## src/rtl/goertzel_single_bin_dft_macros.svh

```systemverilog
// Assertion macros for the Goertzel block. Clock and reset are taken from
// the scope of the module that uses them.
`ifndef GOERTZEL_SINGLE_BIN_DFT_MACROS_SVH
`define GOERTZEL_SINGLE_BIN_DFT_MACROS_SVH

// Consequent must hold in the same cycle as the antecedent.
`define GSB_ASSERT_NOW(lbl, ante, cons) \
   lbl: assert property (@(posedge clock) disable iff (reset) (ante) |-> (cons)) \
      else $error("goertzel check failed");

// Consequent must hold in the cycle after the antecedent.
`define GSB_ASSERT_NEXT(lbl, ante, cons) \
   lbl: assert property (@(posedge clock) disable iff (reset) (ante) |=> (cons)) \
      else $error("goertzel check failed");

`endif

```

## src/rtl/gsb_pkg.sv

```systemverilog
package gsb_pkg;

   localparam int COEF_W     = 32;
   localparam int CHUNK_W    = 32;
   localparam int MUL_B_W    = CHUNK_W + 1;
   localparam int PROD_W     = COEF_W + MUL_B_W;
   localparam int OUT_W      = 48;
   localparam int STATE_FRAC = 8;
   localparam int CSR_IDX_W  = 3;

   localparam logic [CSR_IDX_W-1:0] CSR_COS_W     = 3'd0;
   localparam logic [CSR_IDX_W-1:0] CSR_SIN_W     = 3'd1;
   localparam logic [CSR_IDX_W-1:0] CSR_PHASE_COS = 3'd2;
   localparam logic [CSR_IDX_W-1:0] CSR_PHASE_SIN = 3'd3;

   typedef enum logic [1:0] {
      COEF_COS,
      COEF_SIN,
      COEF_PCOS,
      COEF_PSIN
   } coef_sel_type;

   typedef enum logic [1:0] {
      OPND_PREV,
      OPND_PREV2,
      OPND_YRE,
      OPND_YIM
   } opnd_sel_type;

   typedef enum logic [1:0] {
      ACC_HOLD,
      ACC_LOAD,
      ACC_ADD
   } acc_op_type;

   typedef enum logic [2:0] {
      FIN_NONE,
      FIN_RECUR,
      FIN_YRE,
      FIN_YIM,
      FIN_ORE,
      FIN_OIM
   } fin_op_type;

   typedef struct packed {
      logic         take_sample;
      coef_sel_type coef_sel;
      opnd_sel_type opnd_sel;
      logic         mul_hi;
      logic         mul_sub;
      acc_op_type   acc_op;
      logic         rnd_recur;
      fin_op_type   fin_op;
      logic         emit;
   } gsb_cmd_type;

endpackage

```

## src/rtl/gsb_req_if.sv

```systemverilog
interface gsb_req_if #(
   parameter int SAMPLE_WIDTH = 16
);
   logic                           valid;
   logic                           ready;
   logic signed [SAMPLE_WIDTH-1:0] sample;
   logic                           last;

   modport source (output valid, output sample, output last, input ready);
   modport sink   (input valid, input sample, input last, output ready);
endinterface

```

## src/rtl/gsb_rsp_if.sv

```systemverilog
interface gsb_rsp_if;
   logic                            valid;
   logic                            ready;
   logic signed [gsb_pkg::OUT_W-1:0] bin_real;
   logic signed [gsb_pkg::OUT_W-1:0] bin_imag;
   logic                            saturated;

   modport source (output valid, output bin_real, output bin_imag, output saturated,
                   input ready);
   modport sink   (input valid, input bin_real, input bin_imag, input saturated,
                   output ready);
endinterface

```

## src/rtl/goertzel_single_bin_dft.sv

```systemverilog
// Channel | Dir | Payload                                    | Handshake
// req     | in  | sample[SAMPLE_WIDTH] signed, last          | valid / ready
// rsp     | out | bin_real[48], bin_imag[48] signed, saturated | valid / ready
// csr     | in  | csr_index[3], csr_wdata[32]                | csr_we, never stalls
//
// A sample beat is accepted, then the single 32x33 multiplier forms two
// partial products, they are accumulated, then rounded and saturated into the state.
// The beat marked last also runs y and the phase rotation through the
// same multiplier; no new sample is taken until that work is done.
// Reset is synchronous: state cleared, coefficients back to 1.0 and 0.
// A pending result beat stalls the block only when the next bin is ready.
`include "goertzel_single_bin_dft_macros.svh"

module goertzel_single_bin_dft #(
   parameter int SAMPLE_WIDTH   = 16,
   parameter int STATE_WIDTH    = 56,
   parameter int COEF_FRAC_BITS = 30
) (
   input  logic                          clock,
   input  logic                          reset,
   gsb_req_if.sink                       req,
   gsb_rsp_if.source                     rsp,
   input  logic                          csr_we,
   input  logic [gsb_pkg::CSR_IDX_W-1:0] csr_index,
   input  logic [gsb_pkg::COEF_W-1:0]    csr_wdata
);

   // command bundle from the sequencer, one free flag back from the output
   gsb_pkg::gsb_cmd_type cmd;
   logic                 rsp_free;

   // sequencer: walks each job through issue, accumulate and finish steps
   gsb_ctrl u_ctrl (
      .clock     (clock),
      .reset     (reset),
      .req_valid (req.valid),
      .req_last  (req.last),
      .req_ready (req.ready),
      .rsp_free  (rsp_free),
      .cmd       (cmd)
   );

   // datapath: coefficients, recurrence state, shared multiplier, accumulator
   gsb_dpath #(
      .SAMPLE_WIDTH   (SAMPLE_WIDTH),
      .STATE_WIDTH    (STATE_WIDTH),
      .COEF_FRAC_BITS (COEF_FRAC_BITS)
   ) u_dpath (
      .clock         (clock),
      .reset         (reset),
      .csr_we        (csr_we),
      .csr_index     (csr_index),
      .csr_wdata     (csr_wdata),
      .cmd           (cmd),
      .req_sample    (req.sample),
      .rsp_ready     (rsp.ready),
      .rsp_valid     (rsp.valid),
      .rsp_bin_real  (rsp.bin_real),
      .rsp_bin_imag  (rsp.bin_imag),
      .rsp_saturated (rsp.saturated),
      .rsp_free      (rsp_free)
   );

   // an accepted beat keeps the input closed while it is worked on
   `GSB_ASSERT_NEXT(a_accept_busy, req.valid && req.ready, !req.ready)
   // nothing moves in the accumulator or the state while the input is open
   `GSB_ASSERT_NOW(a_idle_quiet, req.ready, cmd.acc_op == gsb_pkg::ACC_HOLD && cmd.fin_op == gsb_pkg::FIN_NONE)
   // a bin handed over always shows on the result channel
   `GSB_ASSERT_NEXT(a_emit_valid, cmd.emit, rsp.valid)

endmodule

```

## src/rtl/gsb_ctrl.sv

```systemverilog
module gsb_ctrl (
   input  logic                 clock,
   input  logic                 reset,
   input  logic                 req_valid,
   input  logic                 req_last,
   output logic                 req_ready,
   input  logic                 rsp_free,
   output gsb_pkg::gsb_cmd_type cmd
);

   typedef enum logic [2:0] {
      ST_IDLE,
      ST_A_LO,
      ST_A_HI,
      ST_B_LO,
      ST_B_HI,
      ST_DRAIN,
      ST_FINISH,
      ST_EMIT
   } state_type;

   typedef enum logic [2:0] {
      JOB_RECUR,
      JOB_YRE,
      JOB_YIM,
      JOB_ORE,
      JOB_OIM
   } job_type;

   state_type state_ff;
   job_type   job_ff;
   logic      last_ff;

   gsb_pkg::coef_sel_type a_coef, b_coef;
   gsb_pkg::opnd_sel_type a_opnd, b_opnd;
   logic                  b_sub;
   logic                  job_two;
   logic                  job_recur;
   gsb_pkg::fin_op_type   job_fin;

   // operand table of each job: term A, and term B for two-term jobs
   always_comb begin
      a_coef    = gsb_pkg::COEF_COS;
      a_opnd    = gsb_pkg::OPND_PREV;
      b_coef    = gsb_pkg::COEF_PSIN;
      b_opnd    = gsb_pkg::OPND_YIM;
      b_sub     = 1'b0;
      job_two   = 1'b0;
      job_recur = 1'b0;
      job_fin   = gsb_pkg::FIN_RECUR;
      unique case (job_ff)
         JOB_RECUR: begin
            job_recur = 1'b1;
         end
         JOB_YRE: begin
            a_opnd  = gsb_pkg::OPND_PREV2;
            job_fin = gsb_pkg::FIN_YRE;
         end
         JOB_YIM: begin
            a_coef  = gsb_pkg::COEF_SIN;
            a_opnd  = gsb_pkg::OPND_PREV2;
            job_fin = gsb_pkg::FIN_YIM;
         end
         JOB_ORE: begin
            a_coef  = gsb_pkg::COEF_PCOS;
            a_opnd  = gsb_pkg::OPND_YRE;
            job_two = 1'b1;
            job_fin = gsb_pkg::FIN_ORE;
         end
         JOB_OIM: begin
            a_coef  = gsb_pkg::COEF_PCOS;
            a_opnd  = gsb_pkg::OPND_YIM;
            b_opnd  = gsb_pkg::OPND_YRE;
            b_sub   = 1'b1;
            job_two = 1'b1;
            job_fin = gsb_pkg::FIN_OIM;
         end
         default: begin
         end
      endcase
   end

   always_comb begin
      cmd.take_sample = 1'b0;
      cmd.coef_sel    = a_coef;
      cmd.opnd_sel    = a_opnd;
      cmd.mul_hi      = 1'b0;
      cmd.mul_sub     = 1'b0;
      cmd.acc_op      = gsb_pkg::ACC_HOLD;
      cmd.rnd_recur   = job_recur;
      cmd.fin_op      = gsb_pkg::FIN_NONE;
      cmd.emit        = 1'b0;
      unique case (state_ff)
         ST_IDLE: begin
            cmd.take_sample = req_valid;
         end
         ST_A_LO: begin
         end
         ST_A_HI: begin
            cmd.mul_hi = 1'b1;
            cmd.acc_op = gsb_pkg::ACC_LOAD;
         end
         ST_B_LO: begin
            cmd.coef_sel = b_coef;
            cmd.opnd_sel = b_opnd;
            cmd.mul_sub  = b_sub;
            cmd.acc_op   = gsb_pkg::ACC_ADD;
         end
         ST_B_HI: begin
            cmd.coef_sel = b_coef;
            cmd.opnd_sel = b_opnd;
            cmd.mul_hi   = 1'b1;
            cmd.mul_sub  = b_sub;
            cmd.acc_op   = gsb_pkg::ACC_ADD;
         end
         ST_DRAIN: begin
            cmd.acc_op = gsb_pkg::ACC_ADD;
         end
         ST_FINISH: begin
            cmd.fin_op = job_fin;
         end
         ST_EMIT: begin
            cmd.emit = rsp_free;
         end
         default: begin
         end
      endcase
   end

   assign req_ready = (state_ff == ST_IDLE);

   always_ff @(posedge clock) begin
      if (reset) begin
         state_ff <= ST_IDLE;
         job_ff   <= JOB_RECUR;
         last_ff  <= 1'b0;
      end else begin
         unique case (state_ff)
            ST_IDLE: begin
               if (req_valid) begin
                  last_ff  <= req_last;
                  job_ff   <= JOB_RECUR;
                  state_ff <= ST_A_LO;
               end
            end
            ST_A_LO:  state_ff <= ST_A_HI;
            ST_A_HI:  state_ff <= job_two ? ST_B_LO : ST_DRAIN;
            ST_B_LO:  state_ff <= ST_B_HI;
            ST_B_HI:  state_ff <= ST_DRAIN;
            ST_DRAIN: state_ff <= ST_FINISH;
            ST_FINISH: begin
               unique case (job_ff)
                  JOB_RECUR: begin
                     if (last_ff) begin
                        job_ff   <= JOB_YRE;
                        state_ff <= ST_A_LO;
                     end else begin
                        state_ff <= ST_IDLE;
                     end
                  end
                  JOB_YRE: begin
                     job_ff   <= JOB_YIM;
                     state_ff <= ST_A_LO;
                  end
                  JOB_YIM: begin
                     job_ff   <= JOB_ORE;
                     state_ff <= ST_A_LO;
                  end
                  JOB_ORE: begin
                     job_ff   <= JOB_OIM;
                     state_ff <= ST_A_LO;
                  end
                  JOB_OIM: begin
                     state_ff <= ST_EMIT;
                  end
                  default: begin
                     state_ff <= ST_IDLE;
                  end
               endcase
            end
            ST_EMIT: begin
               if (rsp_free) begin
                  state_ff <= ST_IDLE;
               end
            end
            default: state_ff <= ST_IDLE;
         endcase
      end
   end

endmodule

```

## src/rtl/gsb_dpath.sv

```systemverilog
module gsb_dpath #(
   parameter int SAMPLE_WIDTH   = 16,
   parameter int STATE_WIDTH    = 56,
   parameter int COEF_FRAC_BITS = 30
) (
   input  logic                                 clock,
   input  logic                                 reset,
   input  logic                                 csr_we,
   input  logic [gsb_pkg::CSR_IDX_W-1:0]        csr_index,
   input  logic [gsb_pkg::COEF_W-1:0]           csr_wdata,
   input  gsb_pkg::gsb_cmd_type                 cmd,
   input  logic signed [SAMPLE_WIDTH-1:0]       req_sample,
   input  logic                                 rsp_ready,
   output logic                                 rsp_valid,
   output logic signed [gsb_pkg::OUT_W-1:0]     rsp_bin_real,
   output logic signed [gsb_pkg::OUT_W-1:0]     rsp_bin_imag,
   output logic                                 rsp_saturated,
   output logic                                 rsp_free
);

   localparam int CW       = gsb_pkg::COEF_W;
   localparam int KW       = gsb_pkg::CHUNK_W;
   localparam int BW       = gsb_pkg::MUL_B_W;
   localparam int PW       = gsb_pkg::PROD_W;
   localparam int OW       = gsb_pkg::OUT_W;
   localparam int SW       = STATE_WIDTH;
   localparam int XE_W     = STATE_WIDTH + 1;
   localparam int ACC_W    = STATE_WIDTH + 34;
   localparam int SUM_W    = ACC_W + 1;
   localparam int SH_RECUR = COEF_FRAC_BITS - 1;
   localparam int SH_FULL  = COEF_FRAC_BITS;
   localparam logic signed [CW-1:0]    COEF_ONE   = CW'(64'd1 << COEF_FRAC_BITS);
   localparam logic signed [ACC_W-1:0] BIAS_RECUR = ACC_W'(1) << (SH_RECUR - 1);
   localparam logic signed [ACC_W-1:0] BIAS_FULL  = ACC_W'(1) << (SH_FULL - 1);

   // configuration
   logic signed [CW-1:0] cos_w_ff, sin_w_ff, phase_cos_ff, phase_sin_ff;

   always_ff @(posedge clock) begin
      if (reset) begin
         cos_w_ff     <= COEF_ONE;
         sin_w_ff     <= '0;
         phase_cos_ff <= COEF_ONE;
         phase_sin_ff <= '0;
      end else if (csr_we) begin
         unique case (csr_index)
            gsb_pkg::CSR_COS_W:     cos_w_ff     <= csr_wdata;
            gsb_pkg::CSR_SIN_W:     sin_w_ff     <= csr_wdata;
            gsb_pkg::CSR_PHASE_COS: phase_cos_ff <= csr_wdata;
            gsb_pkg::CSR_PHASE_SIN: phase_sin_ff <= csr_wdata;
            default: begin
            end
         endcase
      end
   end

   // state and intermediate values
   logic signed [SW-1:0]   prev_ff, prev2_ff, yre_ff, yim_ff;
   logic signed [OW-1:0]   ore_ff, oim_ff;
   logic signed [XE_W-1:0] xe_ff, xe_in;
   logic                   sat_ff;
   logic                   rsp_valid_ff;
   logic signed [OW-1:0]   rsp_real_ff, rsp_imag_ff;
   logic                   rsp_sat_ff;

   // shared multiplier: coefficient times one chunk of a state operand, split at bit 32
   logic signed [CW-1:0]  coef_m;
   logic signed [SW-1:0]  opnd_m;
   logic signed [BW-1:0]  b_m;
   logic signed [PW-1:0]  prod_in, prod_ff;
   logic                  prod_hi_ff, prod_sub_ff;

   always_comb begin
      unique case (cmd.coef_sel)
         gsb_pkg::COEF_COS:  coef_m = cos_w_ff;
         gsb_pkg::COEF_SIN:  coef_m = sin_w_ff;
         gsb_pkg::COEF_PCOS: coef_m = phase_cos_ff;
         gsb_pkg::COEF_PSIN: coef_m = phase_sin_ff;
         default:            coef_m = cos_w_ff;
      endcase
      unique case (cmd.opnd_sel)
         gsb_pkg::OPND_PREV:  opnd_m = prev_ff;
         gsb_pkg::OPND_PREV2: opnd_m = prev2_ff;
         gsb_pkg::OPND_YRE:   opnd_m = yre_ff;
         gsb_pkg::OPND_YIM:   opnd_m = yim_ff;
         default:             opnd_m = prev_ff;
      endcase
   end

   // low chunk is unsigned, high chunk carries the sign
   assign b_m     = cmd.mul_hi ? BW'(signed'(opnd_m[SW-1:KW]))
                               : signed'({1'b0, opnd_m[KW-1:0]});
   assign prod_in = coef_m * b_m;

   always_ff @(posedge clock) begin
      prod_ff     <= prod_in;
      prod_hi_ff  <= cmd.mul_hi;
      prod_sub_ff <= cmd.mul_sub;
   end

   // accumulator: rounding bias plus weighted partial products
   logic signed [ACC_W-1:0] acc_ff, acc_in;
   logic signed [ACC_W-1:0] p_ext, p_sh, acc_base;

   assign p_ext    = ACC_W'(prod_ff);
   assign p_sh     = prod_hi_ff ? (p_ext <<< KW) : p_ext;
   assign acc_base = (cmd.acc_op == gsb_pkg::ACC_LOAD)
                     ? (cmd.rnd_recur ? BIAS_RECUR : BIAS_FULL) : acc_ff;

   always_comb begin
      unique case (cmd.acc_op)
         gsb_pkg::ACC_LOAD,
         gsb_pkg::ACC_ADD: acc_in = acc_base + (prod_sub_ff ? ~p_sh : p_sh)
                                    + ACC_W'(prod_sub_ff);
         default:          acc_in = acc_ff;
      endcase
   end

   always_ff @(posedge clock) begin
      acc_ff <= acc_in;
   end

   // finish: scale down, add or subtract the side term, saturate
   logic signed [ACC_W-1:0] shifted;
   logic signed [SUM_W-1:0] fin_e, fin_s, fin_sum;
   logic                    fin_neg;
   logic                    s_fits, o_fits;
   logic signed [SW-1:0]    s_val;
   logic signed [OW-1:0]    o_val;

   assign shifted = cmd.rnd_recur ? (acc_ff >>> SH_RECUR) : (acc_ff >>> SH_FULL);
   assign fin_s   = SUM_W'(shifted);

   always_comb begin
      fin_e   = '0;
      fin_neg = 1'b0;
      unique case (cmd.fin_op)
         gsb_pkg::FIN_RECUR: fin_e = SUM_W'(xe_ff);
         gsb_pkg::FIN_YRE: begin
            fin_e   = SUM_W'(prev_ff);
            fin_neg = 1'b1;
         end
         default: begin
         end
      endcase
   end

   assign fin_sum = fin_e + (fin_neg ? ~fin_s : fin_s) + SUM_W'(fin_neg);

   assign s_fits = (&fin_sum[SUM_W-1:SW-1]) || !(|fin_sum[SUM_W-1:SW-1]);
   assign o_fits = (&fin_sum[SUM_W-1:OW-1]) || !(|fin_sum[SUM_W-1:OW-1]);
   assign s_val  = s_fits ? fin_sum[SW-1:0]
                 : (fin_sum[SUM_W-1] ? {1'b1, {(SW-1){1'b0}}} : {1'b0, {(SW-1){1'b1}}});
   assign o_val  = o_fits ? fin_sum[OW-1:0]
                 : (fin_sum[SUM_W-1] ? {1'b1, {(OW-1){1'b0}}} : {1'b0, {(OW-1){1'b1}}});

   // sample scaled to the state format, less the older state
   assign xe_in = XE_W'(SW'(req_sample) <<< gsb_pkg::STATE_FRAC) - XE_W'(prev2_ff);

   // recurrence state and saturation flag
   always_ff @(posedge clock) begin
      if (reset) begin
         prev_ff  <= '0;
         prev2_ff <= '0;
         sat_ff   <= 1'b0;
      end else if (cmd.emit) begin
         prev_ff  <= '0;
         prev2_ff <= '0;
         sat_ff   <= 1'b0;
      end else begin
         unique case (cmd.fin_op)
            gsb_pkg::FIN_RECUR: begin
               prev2_ff <= prev_ff;
               prev_ff  <= s_val;
               sat_ff   <= sat_ff | !s_fits;
            end
            gsb_pkg::FIN_YRE,
            gsb_pkg::FIN_YIM: sat_ff <= sat_ff | !s_fits;
            gsb_pkg::FIN_ORE,
            gsb_pkg::FIN_OIM: sat_ff <= sat_ff | !o_fits;
            default: begin
            end
         endcase
      end
   end

   always_ff @(posedge clock) begin
      if (cmd.take_sample) begin
         xe_ff <= xe_in;
      end
      unique case (cmd.fin_op)
         gsb_pkg::FIN_YRE: yre_ff <= s_val;
         gsb_pkg::FIN_YIM: yim_ff <= s_val;
         gsb_pkg::FIN_ORE: ore_ff <= o_val;
         gsb_pkg::FIN_OIM: oim_ff <= o_val;
         default: begin
         end
      endcase
      if (cmd.emit) begin
         rsp_real_ff <= ore_ff;
         rsp_imag_ff <= oim_ff;
         rsp_sat_ff  <= sat_ff;
      end
   end

   // output register
   always_ff @(posedge clock) begin
      if (reset) begin
         rsp_valid_ff <= 1'b0;
      end else if (cmd.emit) begin
         rsp_valid_ff <= 1'b1;
      end else if (rsp_ready) begin
         rsp_valid_ff <= 1'b0;
      end
   end

   assign rsp_free      = !rsp_valid_ff || rsp_ready;
   assign rsp_valid     = rsp_valid_ff;
   assign rsp_bin_real  = rsp_real_ff;
   assign rsp_bin_imag  = rsp_imag_ff;
   assign rsp_saturated = rsp_sat_ff;

endmodule

```

## src/flat_wrapper.sv

```systemverilog
// flat-port wrapper written by rule: the top's interface ports become plain ports
module goertzel_single_bin_dft_flat 
#(
   parameter int SAMPLE_WIDTH   = 16,
   parameter int STATE_WIDTH    = 56,
   parameter int COEF_FRAC_BITS = 30
)
  (clock, reset, csr_we, csr_index, csr_wdata, req_valid, req_sample, req_last, req_ready, rsp_valid, rsp_bin_real, rsp_bin_imag, rsp_saturated, rsp_ready);
  gsb_req_if #(.SAMPLE_WIDTH(SAMPLE_WIDTH)) req_i ();
  gsb_rsp_if rsp_i ();
  input  logic clock;
  input  logic reset;
  input  logic csr_we;
  input  logic [gsb_pkg::CSR_IDX_W-1:0] csr_index;
  input  logic [gsb_pkg::COEF_W-1:0] csr_wdata;
  input wire logic [$bits(req_i.valid)-1:0] req_valid;
  input wire logic [$bits(req_i.sample)-1:0] req_sample;
  input wire logic [$bits(req_i.last)-1:0] req_last;
  output wire logic [$bits(req_i.ready)-1:0] req_ready;
  output wire logic [$bits(rsp_i.valid)-1:0] rsp_valid;
  output wire logic [$bits(rsp_i.bin_real)-1:0] rsp_bin_real;
  output wire logic [$bits(rsp_i.bin_imag)-1:0] rsp_bin_imag;
  output wire logic [$bits(rsp_i.saturated)-1:0] rsp_saturated;
  input wire logic [$bits(rsp_i.ready)-1:0] rsp_ready;
  assign req_i.valid = req_valid;
  assign req_i.sample = req_sample;
  assign req_i.last = req_last;
  assign req_ready = req_i.ready;
  assign rsp_valid = rsp_i.valid;
  assign rsp_bin_real = rsp_i.bin_real;
  assign rsp_bin_imag = rsp_i.bin_imag;
  assign rsp_saturated = rsp_i.saturated;
  assign rsp_i.ready = rsp_ready;
  goertzel_single_bin_dft #(.SAMPLE_WIDTH(SAMPLE_WIDTH), .STATE_WIDTH(STATE_WIDTH), .COEF_FRAC_BITS(COEF_FRAC_BITS)) u_core (.clock(clock), .reset(reset), .req(req_i), .rsp(rsp_i), .csr_we(csr_we), .csr_index(csr_index), .csr_wdata(csr_wdata));
endmodule
```

## config.mk

```make
export PLATFORM = sky130hd
export DESIGN_NAME = goertzel_single_bin_dft_flat
export DESIGN_NICKNAME = d
export VERILOG_FILES = /design/src/rtl/gsb_pkg.sv /design/src/rtl/gsb_req_if.sv /design/src/rtl/gsb_rsp_if.sv /design/src/rtl/goertzel_single_bin_dft.sv /design/src/rtl/gsb_ctrl.sv /design/src/rtl/gsb_dpath.sv /design/src/flat_wrapper.sv
export VERILOG_INCLUDE_DIRS = /design/src /design/src/rtl
export SDC_FILE = /design/constraint.sdc
export NUM_CORES = 2
export LEC_CHECK = 0
export BUFFER_PORTS_ARGS = -buffer_cell sky130_fd_sc_hd__clkbuf_2
export CAP_MARGIN = 25
export CORE_MARGIN = 5
export CORE_UTILIZATION = 50
export DETAILED_ROUTE_END_ITERATION = 6
export HOLD_SLACK_MARGIN = 0.15
export PLACE_DENSITY = 0.73
export SLEW_MARGIN = 10
export SYNTH_ARGS = -nofsm -noshare
export SYNTH_HDL_FRONTEND = slang
export SYNTH_SLANG_ARGS = --single-unit
```

## constraint.sdc

```tcl
create_clock -name clock -period 13.3 [get_ports clock]
set_input_delay 0.665 -clock clock [delete_from_list [all_inputs] [get_ports clock]]
set_output_delay 0.665 -clock clock [all_outputs]
set_load 0.05 [all_outputs]
```

==> out/results.tsv <==
metric	value	unit
clock transition at the register clock pins on the worst setup and hold paths after CTS	0.07	ns
Avg Synthesized Cell Area	9.27	sq um
area of the core	158000	sq um
post-cts gate resize count	0	
multiplexer area fraction after synthesis	0.0192	
postcts setup bufs	0	
cell occurring most often along the worst timing path	fa_1	
area occupied by registers	19900	sq um
Top-Level Pins	156	
Slew headroom	0.139	
VDD IR max	0.0958	mV
remaining design rule violation count	0	
global-route wire length before repair	415	mm
filler cell count	14182	
arrival time of the worst setup path	12.87	ns
minimum clock period	12.27	ns
floorplan row count	146	
transition time of the tightest slew-check pin	1.29	ns
number of buffers inserted for hold repair after clock tree synthesis	0	
final WL	278	mm
Root Buffer Master	clkbuf_16	
unrepaired setup endpoints after global routing	false	
largest incremental delay on the critical path	0.91	ns
starting density of the core	0.502	
count of input and output buffers	155	
status	finished, final reports clean	
Fin Setup TNS	0	ns
Max H-tree Level	3	
adder-cell area share of the yosys netlist	0.342	
clock latency on the worst-skew pair	0.75	ns
Worst Path Max Fanout	38	
area growth from synthesis to layout	7.27	%
largest buffer count on any clock path	3	
Mapped Area	79400	sq um
number of standard cells after synthesis	8574	
leakage power total	0.0373	uW
clock buffer count from CTS	86	
required time at the worst-slack endpoint	13.90	ns
dpl hpwl	216	mm
Die Area	167000	sq um
endpoints failing hold	0	
total power draw	5650	uW
1st-pass router iterations	6	
final setup margin	1.03	ns
combinational family with the most area after synthesis	adder cells	
worst hold path type	primary input to register	
number of clock sinks	768	
type of the worst setup path	register to register	
Primary FF master, synth	edfxtp_1	
number of global-route vias before repair	65800	
all-layer global routing usage	0.329	
max-slew violation total from the final report	0	
final worst-path cycle share	0.922	
antenna violations before repair	11	
Final GP Congestion	1.04	
most common cell after layout, fill and taps aside	nand2_1	
Critical-path top delay cell	nand2_1	
Chip Width	409	um
layout cell share with drive strength beyond 1	0.0673	
highest clock frequency the design can meet	81.5	MHz
count of synthesis-stage warnings from yosys	0	
sort of element at the end of the critical path	register	
sequential fraction of the synthesis area	0.250	
drt wl/cell	26.2	um
power density cells	66.3	nW/um^2
post-synth cell types	106	
largest net degree at the start of global routing	163	
final setup vio count	0	
pre-CTS setup slack	1.44	ns
EDFF count, synth	452	
number of standard cells in the layout, taps in and fillers out	10612	
post-layout net count	10012	
Iteration-0 DRC Markers	7568	
drt via density	6.07	
highest-count cells in the layout ignoring fill and taps	1260 x nand2_1, 1205 x inv_1, 1114 x fa_1	
post-synthesis register bit count	768	
area fraction in compound gates after synthesis	0.127	
Mapped Nets	10131	
FFs w/ async S/R, synth	0	
fraction of the mapped netlist area in simple logic gates	0.135	
number of maximum-capacitance violations	0	
post-route clock skew	0.0950	ns
critical path startpoint category	register	
XOR/XNOR share of the synthesized area	0.0459	
footprint of the multi-input gates	53500	sq um
Via Count	64445	
Die H	409	um
Post-DRT Antenna Nets	0	
cell total after placement	10430	
CTS tree	done	
GRT overflow	0	
per-layer routing:
| metal | global-route usage | wire (um) | vias to the layer above |
|---|---|---|---|
| met5 | 0 | 44 | - |
| met3 | 0.0848 | 30600 | 1091 |
| met2 | 0.514 | 123000 | 4026 |
| met1 | 0.407 | 101000 | 31685 |
| met4 | 0.214 | 23200 | 6 |
| li1 | - | - | 27637 |
cell families after synthesis:
logic type / Yosys count
AND/OR/NAND/NOR: 2495
buffers and inverters: 1697
AO/OA/AOI/OAI: 1546
adder cells (fa/ha/maj): 1500
flip-flops: 768
XOR/XNOR: 416
multiplexers: 152
path summary, 6_finish.rpt:
check,endpoint,slack (ns),start,depth (start not counted)
setup / recovery,u_core.u_dpath.prod_ff[64]$_DFF_P_,1.03,u_core.u_ctrl.state_ff[2]$_SDFFE_PP0P_,32
hold / removal,u_core.u_dpath.cos_w_ff[23]$_SDFFE_PP0P_,0.22,csr_wdata[23],3
setup reg to reg,u_core.u_dpath.prod_ff[64]$_DFF_P_,1.03,u_core.u_ctrl.state_ff[2]$_SDFFE_PP0P_,32
hold reg to reg,u_core.u_dpath.rsp_bin_imag[6]$_DFFE_PP_,0.39,u_core.u_dpath.oim_ff[6]$_DFFE_PP_,0
cells in the mapped netlist (all sizes together) (159+ instances only):
cell type / n / area share
nand2: 1263 / 0.060
inv: 1207 / 0.057
fa: 1114 / 0.28
nor2: 686 / 0.032
a21oi: 618 / 0.039
edfxtp: 452 / 0.17
clkbuf: 433 / 0.020
ha: 386 / 0.061
xnor2: 326 / 0.036
dfxtp: 316 / 0.080
o21ai: 218 / 0.014
a21o: 159 / 0.015
cell type report:
type	count	share of cell area
clock inverter	50	0.00648
inverter	1209	0.0533
antenna	13	0.000382
tap	2072	0.0304
timing repair buffer	281	0.0213
multi-input combinational	6109	0.628
sequential	768	0.234
clock buffer	110	0.0268
registers in the layout, summed over array words and instances (netlist names), 3 cells and up:
register,flops
u_core.u_ctrl.job_ff,3
u_core.u_ctrl.state_ff,3
u_core.u_dpath.acc_ff,90
u_core.u_dpath.cos_w_ff,32
u_core.u_dpath.oim_ff,48
u_core.u_dpath.ore_ff,48
u_core.u_dpath.phase_cos_ff,32
u_core.u_dpath.phase_sin_ff,32
u_core.u_dpath.prev2_ff,56
u_core.u_dpath.prev_ff,56
u_core.u_dpath.prod_ff,65
u_core.u_dpath.rsp_bin_imag,48
u_core.u_dpath.rsp_bin_real,48
u_core.u_dpath.sin_w_ff,32
u_core.u_dpath.xe_ff,57
u_core.u_dpath.yim_ff,56
u_core.u_dpath.yre_ff,56
power by group:
group	internal [uW]	switching (uW)	total [uW]
clock network	1320	1080	2400
registers	2560	35.7	2590
logic	209	444	652
critical path: cells and delay by family (launching register included):
| kind | cells | cell delay [ns] |
|---|---|---|
| adder cells (fa/ha/maj) | 9 | 4.35 |
| AO/OA/AOI/OAI | 12 | 3.38 |
| AND/OR/NAND/NOR | 7 | 2.88 |
| buffers and inverters | 3 | 0.69 |
| flip-flops | 1 | 0.64 |
| XOR/XNOR | 1 | 0.15 |
through the flow:
step	cell area [sq um]	hold slack, ns	util
finish	85200	0.219	0.539
global route	85200	0.212	0.538
CTS	85100	0.185	0.538
detailed placement	82200	0.405	0.520
global placement	82200	0.403	0.520
floorplan	79400	0.400	-
Power figures use the tool's default switching activity.
